<file path="src/hdl/dwspe_pkg.sv">
// ----------------------------------------------------------------------------
// dwspe_pkg
// Types and constants shared by the dual WS2812 slot encoder modules.
// ----------------------------------------------------------------------------
package dwspe_pkg;

  localparam int CMP_W     = 16;
  localparam int BYTE_W    = 8;
  localparam int SLOTS     = 3 * BYTE_W;
  localparam int SLOT_CNT_W = $clog2(SLOTS);
  localparam int CFG_IDX_W = 1;

  localparam logic [CMP_W-1:0] DUTY_ZERO_RESET = CMP_W'(29);
  localparam logic [CMP_W-1:0] DUTY_ONE_RESET  = CMP_W'(58);

  typedef enum logic [CFG_IDX_W-1:0] {
    REG_DUTY_ZERO = 1'b0,
    REG_DUTY_ONE  = 1'b1
  } reg_index_t;

  typedef enum logic {
    OP_PIXEL = 1'b0,
    OP_RESET = 1'b1
  } op_t;

  typedef struct packed {
    logic push;
    logic single;
    logic last;
    logic err;
  } slot_ctrl_t;

endpackage

</file>
<file path="src/hdl/dwspe_lane.sv">
// ----------------------------------------------------------------------------
// dwspe_lane
// One string lane: shifts the GRB bits out MSB first and picks the duty value.
// ----------------------------------------------------------------------------
module dwspe_lane
  import dwspe_pkg::*;
(
  input  logic              clk,
  input  logic              load,
  input  logic              shift,
  input  logic [BYTE_W-1:0] green,
  input  logic [BYTE_W-1:0] red,
  input  logic [BYTE_W-1:0] blue,
  input  logic [CMP_W-1:0]  duty_zero,
  input  logic [CMP_W-1:0]  duty_one,
  output logic [CMP_W-1:0]  compare
);

  logic [SLOTS-1:0] bits;

  always_ff @(posedge clk) begin
    if (load) begin
      bits <= {green, red, blue};
    end else if (shift) begin
      bits <= {bits[SLOTS-2:0], 1'b0};
    end
  end

  assign compare = bits[SLOTS-1] ? duty_one : duty_zero;

endmodule

</file>
<file path="src/hdl/dwspe_merge.sv">
// ----------------------------------------------------------------------------
// dwspe_merge
// Combines both lane values into one slot and holds it in the output register.
// ----------------------------------------------------------------------------
module dwspe_merge
  import dwspe_pkg::*;
(
  input  logic             clk,
  input  logic             rst,
  input  slot_ctrl_t       ctrl,
  input  logic [CMP_W-1:0] a_lane,
  input  logic [CMP_W-1:0] b_lane,
  input  logic             out_stall,
  output logic             ready,
  output logic             out_valid,
  output logic [CMP_W-1:0] a_compare,
  output logic [CMP_W-1:0] b_compare,
  output logic             run_last,
  output logic             config_error
);

  assign ready = !out_valid || !out_stall;

  always_ff @(posedge clk) begin
    if (rst) begin
      out_valid <= 1'b0;
    end else if (ready) begin
      out_valid <= ctrl.push;
    end
  end

  always_ff @(posedge clk) begin
    if (ready && ctrl.push) begin
      a_compare    <= ctrl.single ? '0 : a_lane;
      b_compare    <= ctrl.single ? '0 : b_lane;
      run_last     <= ctrl.last;
      config_error <= ctrl.single && ctrl.err;
    end
  end

endmodule

</file>
<file path="src/hdl/dual_ws2812_pwm_slot_encoder.sv">
// ----------------------------------------------------------------------------
// dual_ws2812_pwm_slot_encoder
// Encodes a pixel pair for two WS2812 strings into 24 PWM compare slots.
// ----------------------------------------------------------------------------
// channel  direction  handshake              beat
// in       sink       in_valid / in_stall    operation + two GRB pixels
// out      source     out_valid / out_stall  one slot: two compares, flags
// cfg      sink       cfg_write              duty register write
//
// A pixel pair yields 24 slots, one slot per cycle unless out_stall holds them, counted by
// the slot counter that steps both lanes; a reset or a bad duty setting yields a single slot.
// The next item is taken in the cycle its predecessor's last slot moves into
// the output register, so slots stream with no gap.
// Reset clears the valids and loads duty_zero = 29, duty_one = 58.
// out_stall on a valid output holds the output register and stops the lanes in place.
// ----------------------------------------------------------------------------
module dual_ws2812_pwm_slot_encoder
  import dwspe_pkg::*;
(
  input  logic                 clk,
  input  logic                 rst,
  input  logic                 in_valid,
  output logic                 in_stall,
  input  logic                 operation,
  input  logic [BYTE_W-1:0]    a_green,
  input  logic [BYTE_W-1:0]    a_red,
  input  logic [BYTE_W-1:0]    a_blue,
  input  logic [BYTE_W-1:0]    b_green,
  input  logic [BYTE_W-1:0]    b_red,
  input  logic [BYTE_W-1:0]    b_blue,
  output logic                 out_valid,
  input  logic                 out_stall,
  output logic [CMP_W-1:0]     a_compare,
  output logic [CMP_W-1:0]     b_compare,
  output logic                 run_last,
  output logic                 config_error,
  input  logic                 cfg_write,
  input  logic [CFG_IDX_W-1:0] cfg_index,
  input  logic [CMP_W-1:0]     cfg_data
);

  logic [CMP_W-1:0]      duty_zero;
  logic [CMP_W-1:0]      duty_one;
  logic                  cfg_bad;
  logic                  active;
  logic                  single;
  logic [SLOT_CNT_W-1:0] cnt;
  logic                  ready;
  logic                  push;
  logic                  cur_last;
  logic                  done;
  logic                  accept;
  logic [CMP_W-1:0]      a_lane;
  logic [CMP_W-1:0]      b_lane;
  slot_ctrl_t            ctrl;

  always_ff @(posedge clk) begin
    if (rst) begin
      duty_zero <= DUTY_ZERO_RESET;
      duty_one  <= DUTY_ONE_RESET;
    end else if (cfg_write) begin
      unique case (reg_index_t'(cfg_index))
        REG_DUTY_ZERO: duty_zero <= cfg_data;
        REG_DUTY_ONE:  duty_one  <= cfg_data;
        default: ;
      endcase
    end
  end

  assign cfg_bad  = duty_zero >= duty_one;
  assign push     = active && ready;
  assign cur_last = single || (cnt == SLOT_CNT_W'(SLOTS - 1));
  assign done     = push && cur_last;
  assign in_stall = active && !done;
  assign accept   = in_valid && !in_stall;

  always_ff @(posedge clk) begin
    if (rst) begin
      active <= 1'b0;
      single <= 1'b0;
      cnt    <= '0;
    end else if (accept) begin
      active <= 1'b1;
      single <= (op_t'(operation) == OP_RESET) || cfg_bad;
      cnt    <= '0;
    end else if (done) begin
      active <= 1'b0;
    end else if (push) begin
      cnt <= cnt + SLOT_CNT_W'(1);
    end
  end

  dwspe_lane u_lane_a (
    .clk       (clk),
    .load      (accept),
    .shift     (push),
    .green     (a_green),
    .red       (a_red),
    .blue      (a_blue),
    .duty_zero (duty_zero),
    .duty_one  (duty_one),
    .compare   (a_lane)
  );

  dwspe_lane u_lane_b (
    .clk       (clk),
    .load      (accept),
    .shift     (push),
    .green     (b_green),
    .red       (b_red),
    .blue      (b_blue),
    .duty_zero (duty_zero),
    .duty_one  (duty_one),
    .compare   (b_lane)
  );

  assign ctrl.push   = push;
  assign ctrl.single = single;
  assign ctrl.last   = cur_last;
  assign ctrl.err    = cfg_bad;

  dwspe_merge u_merge (
    .clk          (clk),
    .rst          (rst),
    .ctrl         (ctrl),
    .a_lane       (a_lane),
    .b_lane       (b_lane),
    .out_stall    (out_stall),
    .ready        (ready),
    .out_valid    (out_valid),
    .a_compare    (a_compare),
    .b_compare    (b_compare),
    .run_last     (run_last),
    .config_error (config_error)
  );

endmodule

</file>
<file path="config.mk">
export PLATFORM = sky130hd
export DESIGN_NAME = dual_ws2812_pwm_slot_encoder
export DESIGN_NICKNAME = d
export VERILOG_FILES = /design/src/hdl/dwspe_pkg.sv /design/src/hdl/dwspe_lane.sv /design/src/hdl/dwspe_merge.sv /design/src/hdl/dual_ws2812_pwm_slot_encoder.sv
export SDC_FILE = /design/constraint.sdc
export NUM_CORES = 1
export LEC_CHECK = 0
export ABC_AREA = 1
export BUFFER_PORTS_ARGS = -buffer_cell sky130_fd_sc_hd__buf_2
export CELL_PAD_IN_SITES_DETAIL_PLACEMENT = 1
export CELL_PAD_IN_SITES_GLOBAL_PLACEMENT = 2
export CORE_UTILIZATION = 33
export DETAILED_ROUTE_END_ITERATION = 12
export GPL_TIMING_DRIVEN = 0
export PLACE_DENSITY = 0.81
export SYNTH_ARGS = -nofsm -noshare
export SYNTH_HDL_FRONTEND = slang
export SYNTH_HIERARCHICAL = 1
export SYNTH_SLANG_ARGS = --single-unit
</file>
<file path="constraint.sdc">
create_clock -name clk -period 3.82 [get_ports clk]
set_input_delay 0.382 -clock clk [delete_from_list [all_inputs] [get_ports clk]]
set_output_delay 0.382 -clock clk [all_outputs]
set_load 0.01 [all_outputs]
</file>
==> impl_metrics.yaml, run 1 <==
cells_and_area:
  layout-drive-gt1-share_pct: 24.44
  num-fill-cells: 2091
  area_delta_synth_final_pct: 25.30
  design_area_sq_mm: 0.007307
  layout.cells.non_filler: 1023
  post-route-util_pct: 42.25
  diodes: 0
  nNetsFinal: 873
setup_path:
  cp-startpoint: "cnt[0]"
  endpoint_kind: "flip-flop"
  worstPathArrival_ns: 2.30
  worstSetupPathType: "flip-flop to flip-flop"
  startpoint_type: "flip-flop"
  path_max_fanout: 24
  reg2reg_to: "u_lane_a/bits[23]"
  r2r.worst_path.cells: 9
  worstPathRequired_ns: 3.87
  worstReg2RegStart: "cnt[0]"
  reg2reg_slack_ns: 1.57
timing:
  hold_viol: 0
  clock.fmax_ghz: 0.4442
  fin_crit_sh_pct: 58.93
  tns_ns: 0
  slew_headroom_pct: 60.24
  fin_crit_ns: 2.251
  tightest_slew_ns: 0.5964
  finalSetupViolCount: 0
  grt_setup_unrepaired: "no"
  slew_violations: 0
  fin_skew_ns: 0.007771
route:
  num_vias: 4441
  drcViolationCount: 0
  viasPerCell: 4.341
  first_iter_violations: 166
  dr.pass1.iters: 4
  drt-total-wl_mm: 13.66
  drt-wirelength-per-cell_um: 13.35
  ant_nets: 0
grt:
  grt_antenna_before_repair: 0
  grt_pass1_wl_mm: 22.58
  grt_usage_pct: 16.16
  grt_pass1_vias: 4603
  grt_max_degree: 34
  overflow: 0
cts:
  postCtsHoldBufs: 0
  clockBufferDepth: 2
  cts_htree_levels: 4
  cts_resized: 0
  cts_inserted_buffers: 17
  clk_pin_slew_ns: 0.06
  root_buffer: "clkbuf_16"
  clkLatencyLatePin_ns: 0.42
  cts.sinks: 122
  cts_tree: "done"
  cts_setup_buffers: 0
synthesis:
  netlist_instances: 659
  syn_nets: 747
  async_reset_ff_share_pct: 0
  synth.distinct_cells: 34
  synthTopCellsByCount: "256 x nand2_1, 82 x edfxtp_1, 67 x nor2_1"
  synthTopCellsByArea: "edfxtp_1 42%, nand2_1 16%, dfxtp_1 14%"
  netlist_area_sq_mm: 0.005832
  ys.flop_type: "edfxtp_1"
  synth_area_per_cell_sq_um: 8.850
  ys_seq_area_share_pct: 55.95
  ys_ff_latch: 122
  synth_top_cell_by_area: "edfxtp_1"
  ys_warn_count: 6
  synthMostInstantiatedCell: "nand2_1"
  synth_top_area_share_pct: 42.22
  synth_edf_count: 82
placed_design:
  placed_cells: 991
  placed_area_sq_mm: 0.006675
  dp_hpwl_mm: 10.38
  gp_congestion: 0.7483
  io_buffers: 106
pwr:
  p_sw_w: 0.0009932
  pwr-share-comb_pct: 14.5
  clkPwrFrac_pct: 43.7
  seqPwrFrac_pct: 41.9
  intPower_w: 0.002966
  leakagePower_nw: 3.503
  switching_share_pct: 25.09
  vdd_drop_max_mv: 0.3104
  powerDensity_mw_per_mm2: 541.8
  design_power_total_w: 0.003959
floorplan:
  core-area_sq_mm: 0.01730
  top_level_ports: 107
  rows: 48
  dieArea_sq_mm: 0.01821
  die_h_um: 134.9
  fp.dieW_um: 134.9
  start_util_pct: 33.72
hold_path:
  holdPathStages: 2
  min-delay-start: "rst"
  whs_endpoint: "active"
  min_path_type: "input pin to flip-flop"
flow_run:
  cap_violations: 0
run_status:
  status: "complete, no violations"
[registers in the layout (all words and copies together) (netlist names)]
register              cells
active                    1
cnt                       5
duty_one                 16
duty_zero                16
single                    1
u_lane_a/bits            24
u_lane_b/bits            24
u_merge/a_compare        16
u_merge/b_compare        16
u_merge/config_error      1
u_merge/out_valid         1
u_merge/run_last          1
[worst max-delay path by stage]
stage                            endpoint  slack [ns]
floorplan            u_merge/a_compare[0]        1.05
global placement    u_merge/a_compare[10]        0.27
detailed placement      u_lane_a/bits[12]        1.55
CTS                     u_lane_a/bits[23]        1.55
global route            u_lane_a/bits[23]        1.44
finish                  u_lane_a/bits[23]        1.57
[cell families (layout without fill, tap and decap cells)]
| group | Yosys count | after routing | synth area share (%) |
|---|---|---|---|
| buffers and inverters | 99 | 238 | 9.676 |
| flip-flops | 122 | 122 | 55.95 |
| adder cells (fa/ha/maj) | 17 | 17 | 3.647 |
| AO/OA/AOI/OAI | 56 | 56 | 5.063 |
| AND/OR/NAND/NOR | 362 | 362 | 25.21 |
| XOR/XNOR | 3 | 3 | 0.4506 |
[final cells by class]
| cell class | count | area (sq um) | share of cell area [%] |
|---|---|---|---|
| well taps | 225 | 281.5 | 3.853 |
| clock inverters | 14 | 202.7 | 2.774 |
| flip-flops and latches | 122 | 3263 | 44.66 |
| multi-input cells | 438 | 2016 | 27.59 |
| plain buffers | 27 | 267.8 | 3.664 |
| clock buffers | 18 | 429.2 | 5.873 |
| repair buffers | 107 | 550.5 | 7.534 |
| inverters | 72 | 296.5 | 4.058 |
[layout by cell type (no fill, tap or decap), types with 2 or more instances in the layout]
cell | synthesis | layout
clkinv_2 | 1 | 3
nand3_1 | 5 | 5
nand2_2 | 22 | 22
buf_6 | 16 | 16
or2_2 | 2 | 2
nor2_2 | 2 | 2
bufinv_16 | 0 | 5
edfxtp_1 | 82 | 82
clkbuf_16 | 0 | 17
xor2_1 | 2 | 2
o211ai_1 | 5 | 5
inv_8 | 2 | 2
a21oi_1 | 24 | 23
dfxtp_1 | 40 | 40
buf_2 | 3 | 109
clkbuf_1 | 4 | 5
inv_6 | 2 | 2
o21ai_0 | 26 | 26
nand2_1 | 256 | 256
clkbuf_8 | 2 | 2
ha_1 | 17 | 17
nor2_1 | 67 | 67
buf_8 | 2 | 2
clkinv_1 | 1 | 4
inv_1 | 65 | 65
clkinvlp_4 | 0 | 3
[per-stage QoR]
stage                     hold slack [ns]  setup WS (ns)
after detailed placement           0.4931          1.549
after global routing               0.1793          1.440
after CTS                          0.1559          1.549
after global placement             0.4706         0.2655
after floorplan                    0.4511          1.048
final                              0.1847          1.569
[critical path: stages (launching register included)]
cell     delay, ns
dfxtp_1       0.37
ha_1          0.24
nand4_2       0.17
nand2_2       0.11
nand2_2       0.06
nand2_4       0.08
nand2_2       0.08
inv_1         0.11
buf_6         0.16
or2_2         0.51
[routing by layer]
metal,vias up,routed length (um),GRT usage [%]
li1,2327,-,-
met1,2006,6369,20.09
met2,93,6532,27.15
met3,15,552,3.641
met4,0,207,6.367
met5,-,0,0
[power groups by stage]
stage	combinational, W	sequential (W)	clock, W
floorplan	0.000376	0.00169	0
global placement	0.000554	0.00168	0
detailed placement	0.000582	0.00168	0
CTS	0.000586	0.00166	0.00177
global route	0.000657	0.00167	0.00181
finish	0.000573	0.00166	0.00173
Note: power is estimated with default switching activity, not from simulation.
==> run 2, diff against run 1 <==
--- a/config.mk
+++ b/config.mk
@@ -9,10 +9,10 @@
 export BUFFER_PORTS_ARGS = -buffer_cell sky130_fd_sc_hd__buf_2
 export CELL_PAD_IN_SITES_DETAIL_PLACEMENT = 1
 export CELL_PAD_IN_SITES_GLOBAL_PLACEMENT = 2
-export CORE_UTILIZATION = 33
+export CORE_UTILIZATION = 30
 export DETAILED_ROUTE_END_ITERATION = 12
 export GPL_TIMING_DRIVEN = 0
-export PLACE_DENSITY = 0.81
+export PLACE_DENSITY = 0.77
 export SYNTH_ARGS = -nofsm -noshare
 export SYNTH_HDL_FRONTEND = slang
 export SYNTH_HIERARCHICAL = 1
==> constraint.sdc (replaced) <==
create_clock -name clk -period 1.9 [get_ports clk]
set_input_delay 0.19 -clock clk [delete_from_list [all_inputs] [get_ports clk]]
set_output_delay 0.19 -clock clk [all_outputs]
set_load 0.01 [all_outputs]
==> run 2 against run 1 <==
Final cell count is 4.1% higher; setup slack worse by 1.5 ns; cell area is 1.3% higher; highest routed layer unchanged; register-to-register slack worse by 1.5 ns; critical path type unchanged; combinational power is 110% higher; clock-buffer cell count is 10 higher; sequential share of layout area is 0.55 points lower; critical endpoint is now u_lane_b/bits[7].
==> impl_metrics.yaml, run 2 (synthesized netlist as in run 1, its figures left out) <==
run_status:
  status: "complete, no violations"
placed_design:
  io_buffers: 106
  dp_hpwl_mm: 10.63
  gp_congestion: 0.7810
route:
  first_iter_violations: 185
  drcViolationCount: 0
  ant_nets: 0
  drt-total-wl_mm: 14.55
  dr.pass1.iters: 5
  viasPerCell: 4.315
  num_vias: 4596
  drt-wirelength-per-cell_um: 13.66
hold_path:
  holdPathStages: 3
  min-delay-start: "cfg_data[3]"
  whs_endpoint: "duty_zero[3]"
  min_path_type: "input pin to flip-flop"
setup_path:
  worstSetupPathType: "flip-flop to flip-flop"
  worstPathRequired_ns: 2.06
  reg2reg_to: "u_lane_b/bits[7]"
  r2r.worst_path.cells: 12
  path_max_fanout: 10
  worstReg2RegStart: "cnt[0]"
  endpoint_kind: "flip-flop"
  reg2reg_slack_ns: 0.10
  worstPathArrival_ns: 1.96
  startpoint_type: "flip-flop"
timing:
  fin_skew_ns: 0.01268
  tightest_slew_ns: 0.5480
  clock.fmax_ghz: 0.5559
  slew_violations: 0
  finalSetupViolCount: 0
  slew_headroom_pct: 63.47
  fin_crit_sh_pct: 94.68
  grt_setup_unrepaired: "yes"
  fin_crit_ns: 1.799
  whs_ns: 0.01278
  hold_viol: 0
floorplan:
  core-area_sq_mm: 0.01889
  dieArea_sq_mm: 0.02000
  start_util_pct: 30.87
  top_level_ports: 107
  rows: 50
  die_h_um: 141.4
  fp.dieW_um: 141.4
cells_and_area:
  post-route-util_pct: 39.19
  final_common_cell: "nand2_1"
  top_regs: "u_lane_a/bits (24), u_lane_b/bits (24)"
  layout-drive-gt1-share_pct: 25.47
  nNetsFinal: 880
  most-common-layout-cells: "256 x nand2_1, 109 x buf_2, 82 x edfxtp_1"
  diodes: 0
  area_delta_synth_final_pct: 26.95
cts:
  cts.sinks: 122
  cts_inserted_buffers: 17
  cts_tree: "done"
  clk_pin_slew_ns: 0.06
  root_buffer: "clkbuf_16"
  clkLatencyLatePin_ns: 0.41
  clockBufferDepth: 2
  cts_htree_levels: 4
pwr:
  powerDensity_mw_per_mm2: 1035
  vdd_drop_max_mv: 0.6224
  leakagePower_nw: 3.520
grt:
  grt_max_degree: 18
  overflow: 0
  grt_pass1_wl_mm: 23.74
  grt_pass1_vias: 4750
  grt_antenna_before_repair: 1
  grt_usage_pct: 15.40
flow_run:
  cap_violations: 0
## run 2: routing by layer
metal  track usage [%]  vias up  part of all wire (%)
met5                 0        -                     0
met4             5.546        0                   1.4
met3             4.151       12                   4.8
met2             25.69      110                    47
met1             19.13     2131                    47
li1                  -     2343                     -
## run 2: cell type report
class / instances / area, sq um
Inverter: 72 / 296.5
Fill cell: 2270 / 11490
Timing Repair Buffer: 111 / 595.6
Clock buffer: 28 / 559.3
Sequential cell: 122 / 3266
Multi-Input combinational cell: 441 / 2067
Clock inverter: 4 / 26.28
Tap cell: 260 / 325.3
Buffer: 27 / 267.8
## run 2: through the flow
stage	cells	setup WS, ns	instance area (sq um)	power (W)	TNS, ns
floorplan	659	-0.01893	5843	0.004147	-0.9088
global placement	1025	-0.3326	6699	0.004499	-15.73
detailed placement	1025	-0.3965	6699	0.004557	-22.87
CTS	1063	-0.005852	7375	0.007754	-0.05697
global route	1065	-0.01328	7403	0.008045	-0.07813
finish	1065	0.1011	7403	0.007661	0
## run 2: where the power goes
part / internal (W) / leakage (nW) / switching (W) / total, W
Combinational: 0.000475 / 2.10 / 0.000728 / 0.00120
Sequential: 0.00321 / 1.14 / 0.000124 / 0.00333
Clock: 0.00200 / 0.283 / 0.00113 / 0.00312
## run 2: worst max path at each step
| stage | from | to | slack (ns) | depth (start not counted) |
|---|---|---|---|---|
| 6_report | cnt[0] | u_lane_b/bits[7] | 0.10 | 12 |
| 5_1_grt | cnt[0] | u_lane_b/bits[7] | -0.01 | 12 |
| 4_1_cts | u_merge/out_valid | u_merge/b_compare[8] | -0.006 | 5 |
| 3_5_place_dp | cnt[0] | u_lane_a/bits[0] | -0.40 | 9 |
| 3_3_place_gp | cnt[0] | u_lane_b/bits[14] | -0.33 | 9 |
| 2_1_floorplan | cnt[0] | u_lane_a/bits[0] | -0.02 | 9 |
## run 2: critical path: stages, from the launching register on
cell     delay (ns)
dfxtp_2        0.37
ha_4           0.16
nand4_2        0.14
nand2_2        0.12
nand2_2        0.06
nand2_4        0.08
nand2_2        0.09
inv_2          0.08
buf_6          0.15
inv_6          0.05
buf_8          0.14
nand2_1        0.07
nand2_1        0.05
## run 2: timing repair
action | 4_1_cts | 5_1_grt
gates resized for setup | 8 | 2
setup buffers | 2 | 2
hold endpoints to repair | 2 | 0
gates cloned | 3 | 0
setup endpoints to repair | 122 | 105
pin swaps | 3 | 1
hold buffers | 1 | 0
